File: src/rtl/bcsm_pkg.sv
package bcsm_pkg;

	// CRC-32, reflected form
	localparam logic [31:0] CRC_POLY = 32'hEDB8_8320;
	localparam logic [31:0] CRC_INIT = 32'hFFFF_FFFF;

	// signature table
	localparam int unsigned SIG_COUNT = 8;
	localparam int unsigned SIG_IDX_W = $clog2(SIG_COUNT);
	localparam int unsigned CFG_IDX_W = SIG_IDX_W + 1;
	localparam logic [31:0] SIG_UNKNOWN = 32'hFFFF_FFFF;

	typedef logic [31:0] sig_t;
	typedef sig_t [SIG_COUNT-1:0] sig_tab_t;

	localparam sig_tab_t SIG_RESET = '{
		7: 32'hFFFF_FFFF,
		6: 32'hACC8_580A,
		5: 32'h98BC_2C86,
		4: 32'h0B05_0EE0,
		3: 32'hFFFF_FFFF,
		2: 32'hFFFF_FFFF,
		1: 32'h90BB_6CB5,
		0: 32'h6170_A4A1
	};

	// fold one byte into the running CRC, one bit per step (pure XOR network)
	function automatic logic [31:0] crc_byte(input logic [31:0] crc, input logic [7:0] data);
		logic [31:0] c;
		c = crc ^ {24'h0, data};
		for (int b = 0; b < 8; b++) begin
			c = c[0] ? ((c >> 1) ^ CRC_POLY) : (c >> 1);
		end
		return c;
	endfunction

endpackage

File: src/rtl/bcsm_byte_if.sv
interface bcsm_byte_if;
	logic       valid;
	logic       ready;
	logic [7:0] data_byte;
	logic       last_byte;

	modport source (output valid, output data_byte, output last_byte, input ready);
	modport sink (input valid, input data_byte, input last_byte, output ready);
endinterface

File: src/rtl/bcsm_result_if.sv
interface bcsm_result_if;
	logic                                valid;
	logic                                ready;
	logic [31:0]                         crc_value;
	logic                                found;
	logic [bcsm_pkg::SIG_IDX_W-1:0]      entry_index;

	modport source (output valid, output crc_value, output found, output entry_index, input ready);
	modport sink (input valid, input crc_value, input found, input entry_index, output ready);
endinterface

File: src/rtl/bootcode_crc32_signature_match.sv
// Boot code CRC-32 matcher. Bytes arrive on the stream channel, one per beat, and are
// folded into a reflected CRC-32 (poly 0xEDB88320, init all ones, final inversion).
// The beat flagged last_byte yields one result beat: the finished CRC, a found flag and
// the lowest index of the eight signature registers that equals it (0 if none); a
// signature of all ones never matches. Other beats yield nothing. Each byte lands in an
// input register; from there the byte-wide CRC update plus the eight parallel compares
// feed the running CRC register and, for the last byte, the registered result. A byte is
// accepted every cycle unless the stream stalls, and the stream stalls only while a result
// waits to be taken and another last byte is queued behind it. Signatures are written
// through cfg_we/cfg_idx/cfg_wdata; the user must write them only while the block is idle,
// which the block itself does not enforce; indexes above 7 are ignored.
module bootcode_crc32_signature_match (
	input  logic                              clk,
	input  logic                              arst_n,
	bcsm_byte_if.sink                         stream,
	bcsm_result_if.source                     result,
	input  logic                              cfg_we,
	input  logic [bcsm_pkg::CFG_IDX_W-1:0]    cfg_idx,
	input  logic [31:0]                       cfg_wdata
);

	logic                              valid_s1;
	logic [7:0]                        data_s1;
	logic                              last_s1;
	logic                              adv_s1;
	logic [31:0]                       crc_q;
	logic [31:0]                       crc_next;
	logic [31:0]                       finished;
	bcsm_pkg::sig_tab_t                sig_q;
	logic [bcsm_pkg::SIG_COUNT-1:0]    hit;
	logic                              any_hit;
	logic [bcsm_pkg::SIG_IDX_W-1:0]    hit_idx;
	logic                              out_valid_q;
	logic [31:0]                       out_crc_q;
	logic                              out_found_q;
	logic [bcsm_pkg::SIG_IDX_W-1:0]    out_idx_q;

	// stage 1 moves on unless a last byte meets a full result register
	assign adv_s1       = valid_s1 && (!last_s1 || !out_valid_q || result.ready);
	assign stream.ready = !valid_s1 || adv_s1;

	// input register
	always_ff @(posedge clk or negedge arst_n) begin
		if (!arst_n) begin
			valid_s1 <= 1'b0;
		end else if (stream.ready) begin
			valid_s1 <= stream.valid;
		end
	end

	always_ff @(posedge clk) begin
		if (stream.ready && stream.valid) begin
			data_s1 <= stream.data_byte;
			last_s1 <= stream.last_byte;
		end
	end

	// CRC update and signature compare
	assign crc_next = bcsm_pkg::crc_byte(crc_q, data_s1);
	assign finished = ~crc_next;

	always_comb begin
		for (int i = 0; i < bcsm_pkg::SIG_COUNT; i++) begin
			hit[i] = (sig_q[i] != bcsm_pkg::SIG_UNKNOWN) && (sig_q[i] == finished);
		end
	end

	// lowest set hit wins
	always_comb begin
		hit_idx = '0;
		for (int i = bcsm_pkg::SIG_COUNT - 1; i >= 0; i--) begin
			if (hit[i]) begin
				hit_idx = i[bcsm_pkg::SIG_IDX_W-1:0];
			end
		end
	end
	assign any_hit = |hit;

	// running CRC, back to all ones after each run
	always_ff @(posedge clk or negedge arst_n) begin
		if (!arst_n) begin
			crc_q <= bcsm_pkg::CRC_INIT;
		end else if (adv_s1) begin
			crc_q <= last_s1 ? bcsm_pkg::CRC_INIT : crc_next;
		end
	end

	// signature registers
	always_ff @(posedge clk or negedge arst_n) begin
		if (!arst_n) begin
			sig_q <= bcsm_pkg::SIG_RESET;
		end else if (cfg_we && (cfg_idx < bcsm_pkg::CFG_IDX_W'(bcsm_pkg::SIG_COUNT))) begin
			sig_q[cfg_idx[bcsm_pkg::SIG_IDX_W-1:0]] <= cfg_wdata;
		end
	end

	// result register
	always_ff @(posedge clk or negedge arst_n) begin
		if (!arst_n) begin
			out_valid_q <= 1'b0;
		end else if (adv_s1 && last_s1) begin
			out_valid_q <= 1'b1;
		end else if (result.ready) begin
			out_valid_q <= 1'b0;
		end
	end

	always_ff @(posedge clk) begin
		if (adv_s1 && last_s1) begin
			out_crc_q   <= finished;
			out_found_q <= any_hit;
			out_idx_q   <= hit_idx;
		end
	end

	assign result.valid       = out_valid_q;
	assign result.crc_value   = out_crc_q;
	assign result.found       = out_found_q;
	assign result.entry_index = out_idx_q;

endmodule

File: src/flat_wrapper.sv
// flat-port wrapper written by rule: the top's interface ports become plain ports
module bootcode_crc32_signature_match_flat 
  (clk, arst_n, cfg_we, cfg_idx, cfg_wdata, stream_valid, stream_data_byte, stream_last_byte, stream_ready, result_valid, result_crc_value, result_found, result_entry_index, result_ready);
  bcsm_byte_if stream_i ();
  bcsm_result_if result_i ();
  input  logic clk;
  input  logic arst_n;
  input  logic cfg_we;
  input  logic [bcsm_pkg::CFG_IDX_W-1:0] cfg_idx;
  input  logic [31:0] cfg_wdata;
  input wire logic [$bits(stream_i.valid)-1:0] stream_valid;
  input wire logic [$bits(stream_i.data_byte)-1:0] stream_data_byte;
  input wire logic [$bits(stream_i.last_byte)-1:0] stream_last_byte;
  output wire logic [$bits(stream_i.ready)-1:0] stream_ready;
  output wire logic [$bits(result_i.valid)-1:0] result_valid;
  output wire logic [$bits(result_i.crc_value)-1:0] result_crc_value;
  output wire logic [$bits(result_i.found)-1:0] result_found;
  output wire logic [$bits(result_i.entry_index)-1:0] result_entry_index;
  input wire logic [$bits(result_i.ready)-1:0] result_ready;
  assign stream_i.valid = stream_valid;
  assign stream_i.data_byte = stream_data_byte;
  assign stream_i.last_byte = stream_last_byte;
  assign stream_ready = stream_i.ready;
  assign result_valid = result_i.valid;
  assign result_crc_value = result_i.crc_value;
  assign result_found = result_i.found;
  assign result_entry_index = result_i.entry_index;
  assign result_i.ready = result_ready;
  bootcode_crc32_signature_match u_core (.clk(clk), .arst_n(arst_n), .stream(stream_i), .result(result_i), .cfg_we(cfg_we), .cfg_idx(cfg_idx), .cfg_wdata(cfg_wdata));
endmodule
File: config.mk
export PLATFORM = sky130hd
export DESIGN_NAME = bootcode_crc32_signature_match_flat
export DESIGN_NICKNAME = d
export VERILOG_FILES = /design/src/rtl/bcsm_pkg.sv /design/src/rtl/bcsm_byte_if.sv /design/src/rtl/bcsm_result_if.sv /design/src/rtl/bootcode_crc32_signature_match.sv /design/src/flat_wrapper.sv
export SDC_FILE = /design/constraint.sdc
export NUM_CORES = 1
export LEC_CHECK = 0
export ABC_AREA = 1
export BUFFER_PORTS_ARGS = -buffer_cell sky130_fd_sc_hd__buf_2
export CAP_MARGIN = 20
export CORE_MARGIN = 2
export CORE_UTILIZATION = 56
export CTS_CLUSTER_DIAMETER = 40
export CTS_CLUSTER_SIZE = 8
export DETAILED_ROUTE_END_ITERATION = 8
export HOLD_SLACK_MARGIN = 0.08
export PLACE_DENSITY = 0.77
export SETUP_SLACK_MARGIN = 0.02
export SLEW_MARGIN = 30
export SYNTH_ARGS = -nofsm -noshare
export SYNTH_HDL_FRONTEND = slang
export SYNTH_SLANG_ARGS = --single-unit
File: constraint.sdc
create_clock -name clk -period 2.4 [get_ports clk]
set_input_delay 0.12 -clock clk [delete_from_list [all_inputs] [get_ports clk]]
set_output_delay 0.12 -clock clk [all_outputs]
set_load 0.005 [all_outputs]
# Word-level counts from Yosys, hierarchy flattened
# Index checks and enable logic that the tools add are counted.
# op_classes
reduce_logical	23
n_bitwise	10
magnitude_cmp	3
n_eq_ne	16
mux	21
# ops
operator	count
$mux W32	10
$bwmux W256	1
$eq A32 B32 Y1	8
$ne A32 B32 Y1 const B	8
$not A13 Y14	8
$demux W32 S3	1
$not A32 Y32	1
$xor A32 B8 Y32	1
$logic_and A1 B1 Y1	13
$mux W3	4
$reduce_or A8 Y1	1
$lt A3 B4 Y1 const B	1
$lt A4 B4 Y1 const B	1
$mux W2	2
$reduce_or A4 Y1	1
$ge A3 B1 Y1 const B	1
$logic_not A1 Y1	3
$logic_or A1 B1 Y1	3
$mux W1	3
$reduce_bool A2 Y1	1
$reduce_or A2 Y1	1
# totals
regBits	335
word_cells	91
inputBits	50
output_inout_bits	38

# Longest topological paths before layout
# logic_depth
depth_word	27
ltp_mapped	24
depth_no_buf	23

# Least setup slack after synthesis
# OpenSTA, ideal clock, no wires.
# synth_timing
kind	register -> register
start	register u_core.crc_q[0]
end	register u_core.out_idx_q (netlist bit u_core.result.entry_index[2]), data pin
required_time_ps	2144
path_stages_with_launch	20
setup_slack_ps	-18
period_less_slack_ps	2418
path_buffers	2
t_arrival_ps	2162
setup_ps	256
cell_sequence	dfstp_2 -> inv_1 -> nand2_1 -> nand2_2 -> nand2_4 -> nand2_4 -> buf_6 -> nand2_2 -> nand2_1 -> nand2_1 -> nand2_2 -> buf_6 -> nand2_1 -> nand2_1 -> nor4_1 -> nand3_1 -> nor2_1 -> nor2_1 -> nand2_1 -> nor2_1
# synth_via
elab_chain_len	21
word_cells_on_any_way	38
cone_classes	8 x eq/ne; 12 x mux; 9 x bitwise; 9 x reduce/logical
# synth_rtl
element	line_no	source
start, declared	bootcode_crc32_signature_match.sv:26	logic [31:0] crc_q;
start signal, assigned	bootcode_crc32_signature_match.sv:82	crc_q <= bcsm_pkg::CRC_INIT;
start signal, assigned	bootcode_crc32_signature_match.sv:84	crc_q <= last_s1 ? bcsm_pkg::CRC_INIT : crc_next;
$xor A32 B8 Y32 (*)	bcsm_pkg.sv:30	c = crc ^ {24'h0, data};
$mux W32 (*) (2 in a row)	bcsm_pkg.sv:32	c = c[0] ? ((c >> 1) ^ CRC_POLY) : (c >> 1);
$not A13 Y14 (no line) / $mux W32 (equally long branches)	-	
$mux W32 (*)	bcsm_pkg.sv:32	
$not A13 Y14 (no line) / $mux W32 (equally long branches)	-	
$mux W32 (*) (2 in a row)	bcsm_pkg.sv:32	
$not A13 Y14 (no line) / $mux W32 (equally long branches)	-	
$mux W32 (*)	bcsm_pkg.sv:32	
$not A13 Y14 (no line) / $mux W32 (equally long branches)	-	
$mux W32 (*)	bcsm_pkg.sv:32	
$not A13 Y14 (no line)	-	
$mux W32 (*)	bcsm_pkg.sv:32	
$not A32 Y32 (*)	bootcode_crc32_signature_match.sv:60	assign finished = ~crc_next;
$eq A32 B32 Y1	bootcode_crc32_signature_match.sv:64	hit[i] = (sig_q[i] != bcsm_pkg::SIG_UNKNOWN) && (sig_q[i] == finished);
$logic_and A1 B1 Y1	bootcode_crc32_signature_match.sv:64	
$mux W3 (4 in a row)	bootcode_crc32_signature_match.sv:72	if (hit[i]) begin
end signal, assigned	bootcode_crc32_signature_match.sv:112	out_idx_q <= hit_idx;
end, declared	bootcode_crc32_signature_match.sv:36	logic [bcsm_pkg::SIG_IDX_W-1:0] out_idx_q;
# Mark *: on every way between the ends. The rest lies on a longest branch, timed or not.
# A chain may end at the register's enable or synchronous reset.

# Worst setup path in the final report
# layout_timing
start	register u_core.crc_q[5]
end	register u_core.out_idx_q (netlist bit u_core.result.entry_index[0]), data pin
# layout_via
elab_chain_len	21
word_cells_on_any_way	35
cone_classes	8 x eq/ne; 15 x mux; 4 x bitwise; 8 x reduce/logical
# layout_rtl
element	line_no
$xor A32 B8 Y32 (*)	bcsm_pkg.sv:30
$mux W32 (*) (6 in a row)	bcsm_pkg.sv:32
$not A13 Y14 (no line)	-
$mux W32 (*)	bcsm_pkg.sv:32
$not A13 Y14 (no line)	-
$mux W32 (*)	bcsm_pkg.sv:32
$not A32 Y32 (*)	bootcode_crc32_signature_match.sv:60
$eq A32 B32 Y1	bootcode_crc32_signature_match.sv:64
$logic_and A1 B1 Y1	bootcode_crc32_signature_match.sv:64
$mux W3 (4 in a row)	bootcode_crc32_signature_match.sv:72
$mux W2 (2 in a row)	bootcode_crc32_signature_match.sv:72
$mux W1	bootcode_crc32_signature_match.sv:72
# Marked as above.

==> impl_metrics.tcl <==
set metrics [dict create \
    run_status "finished with violations" \
    violations "design-rule violations, negative setup slack" \
    die_w_um 184 \
    ant_nets 0 \
    nets 2933 \
    antenna_found_initial 4 \
    cp_cell_sequence "inv_2 -> nand2_2 -> buf_4 -> nand3_1 -> nand2_1 -> nand3_1 -> nand2_4 -> nand2_1 -> nand2_1 -> nand2_1 -> nor2_1 -> nand2_1 -> nor2_1 -> nand3_1 -> nor2_2 -> nand2_2 -> nand2_2 -> nand2_2 -> nand2_1 -> nand2_1 -> nand2_1 -> a21oi_2" \
    wl_per_cell_um 23.6 \
    grt_pass1_vias 19700 \
    relSlewSlack_pct 41.5 \
    gp_congestion 1.02 \
    cts_tree "built" \
    grt.total_usage_pct 43.8 \
    synth_top_area_share_pct 28.0 \
    syn_inst 2364 \
    regArea_sq_mm 0.00885 \
    start_util_pct 57.2 \
    hold-worst-slack_ns 0.221 \
    cts_buffers 56 \
    worst_path_max_delay_cell "dfstp_2" \
    max_freq_ghz 0.307 \
    portBuffers 87 \
    hold_path_class "primary input to register" \
    dr.pass1.iters 9 \
    drv_slew 0 \
    max-clock-path-buffers 3 \
    final.fill_count 1983 \
    synth_nets 2414 \
    path_clk_slew_ns 0.05 \
    clock-sinks 335 \
    cpPeakStageDelay_ns 0.55 \
    yosys.cell_types.count 42 \
    areaGrowthSynthToFinish_pct 41.5 \
    synth_common_cells "811 x nand2_1, 271 x o21ai_0, 243 x inv_1" \
    die_area_sq_mm 0.0339 \
    path_class "register to register" \
    hold_viol_final 0 \
    core-area_sq_mm 0.0318 \
    cp_top_family "simple AND/OR/NAND/NOR gates" \
    synth_seq_cells 335 \
    rows 65 \
    diodes 0 \
    vias_per_cell 6.09 \
    powerDensity_mw_per_mm2 1490 \
    rsz0062_at_grt "yes" \
    ir_drop_mv 0.831 \
    fin_util_pct 80.9 \
    worst_pin_slew_ns 0.876 \
    drt_first_iter_violations 2789 \
    cts_root_buf "clkbuf_16" \
    ys_warn_count 0 \
    worst_path_most_repeated_cell "nand2_1" \
    setup_violations 26 \
    grt_max_degree 73 \
    yosys.cell_count.top_type "nand2_1" \
    synth_area_leaders "dfstp_2 28%, nand2_1 17%, dfrtp_1 13%, o21ai_0 7.5%, edfxtp_1 7.4%" \
    grt_pass1_wl_um 111000 \
    setup_ws_ns -0.861 \
    wirelength_um 79600 \
    drc 1 \
    fin_crit_sh_pct 136 \
    clk_latency_ns 0.62 \
    yosysTopAreaCell "dfstp_2" \
    p_leak_nw 12.1 \
    synth_edf_count 45 \
    avgSynthCellArea_sq_um 7.70 \
    ys.flop_type "dfstp_2" \
    ios 88 \
    required_ns 2.75 \
    async_flop_share_pct 86.6 \
    htree_levels 2 \
    finClkSkew_ns 0.0229 \
    start_kind "register" \
    netlist_area_sq_mm 0.0182 \
    num_vias 20500 \
    cp.arrival_ns 3.61 \
    crit_buf_inv 2 \
    end_kind "register" \
    dp_hpwl_um 51000 \
    multi_input_area_sq_mm 0.00915 \
    die_y_um 184 \
    ys_seq_area_share_pct 48.7 \
    critPathMaxFanout 7 \
    period_minus_slack_ns 3.26 \
    drv_cap 0 \
    setup_tns_ns -6.60 \
    drive_gt1_share_pct 36.0 \
    grt_overflow 0 \
]
-- tightest hold or removal path: stages --
cell and delay, ns:
buf_2 0.13, nand3_2 0.08, buf_4 0.30, nand2_1 0.12
o21ai_0 0.07
-- area by class of cell --
class | instances | area share [%]
Multi-Input combinational cell | 1695 | 35.6
Sequential cell | 335 | 34.4
Timing Repair Buffer | 532 | 16.9
Clock buffer | 92 | 6.49
Inverter | 262 | 3.95
Tap cell | 435 | 2.11
Clock inverter | 14 | 0.535
Timing Repair inverter | 1 | 0.0243
-- routing by layer --
metal  up-vias  wire (um)  GRT usage [%]
met4         6       7040           28.5
met5         -         46              0
met3       524      10100           8.73
met1      9617      27300           53.1
li1       8746          -              -
met2      1607      35100           71.3
-- power breakdown --
group	internal (W)	switching, W	leakage [nW]
Sequential	0.00779	0.00125	3.66
Clock	0.00485	0.00291	0.875
Combinational	0.00887	0.0126	7.56
-- state kept, by name, indices dropped and copies added, names as in the netlist, 3 cells and up --
signal	flops
u_core.sig_q	256
u_core.crc_q	32
u_core.result.crc_value	32
u_core.data_s1	8
u_core.result.entry_index	3
-- logic make-up (layout without fill, tap and decap cells) --
| group | Yosys count | after routing | share of synthesized area [%] |
|---|---|---|---|
| XOR/XNOR | 74 | 74 | 3.56 |
| buffers and inverters | 337 | 901 | 7.48 |
| AO/OA/AOI/OAI | 392 | 392 | 11.7 |
| AND/OR/NAND/NOR | 1226 | 1229 | 28.6 |
| flip-flops | 335 | 335 | 48.7 |
-- cell usage in the layout (no fill, tap or decap), types with 58 or more instances in the layout --
cell type	Yosys	final
nand3_1	117	90
dfstp_2	194	194
nand2_1	811	693
o21ai_0	271	266
buf_2	5	86
nand4_1	58	58
nand2_4	12	65
buf_4	7	339
nand2_2	44	99
dfrtp_1	96	96
inv_1	243	230
nor2_1	140	115
clkbuf_16	0	59
-- per-stage QoR --
stage	worst slack, ns	std cells	total power, W	area [sq um]
floorplan	0.00997	2364	0.0168	18300
global placement	-0.930	3130	0.0247	21600
detailed placement	-0.954	3130	0.0251	21600
CTS	-0.440	3335	0.0352	25000
global route	-0.947	3366	0.0395	25700
finish	-0.861	3366	0.0383	25700
-- worst paths after layout --
path                                   from                            to  slack (ns)  cells past startpoint
setup / recovery            u_core.crc_q[5]  u_core.result.entry_index[0]       -0.86                     22
setup reg to reg            u_core.crc_q[5]  u_core.result.entry_index[0]       -0.86                     22
hold reg to reg            u_core.sig_q[87]              u_core.sig_q[87]        0.50                      2
max in group asynchronous            arst_n           u_core.result.valid        0.45                      4
hold / removal                   cfg_idx[1]             u_core.sig_q[199]        0.22                      5
min in group asynchronous            arst_n             u_core.sig_q[235]        0.60                      3
-- repair_timing --
item,CTS,global route
pin swaps,97,65
endpoints found under the setup margin,4,5
gates cloned,3,1
endpoints found under the hold margin,389,0
gates resized for setup,202,111
hold buffers,48,0
buffers inserted,49,31
No activity file was read; power rests on OpenSTA's default activity.
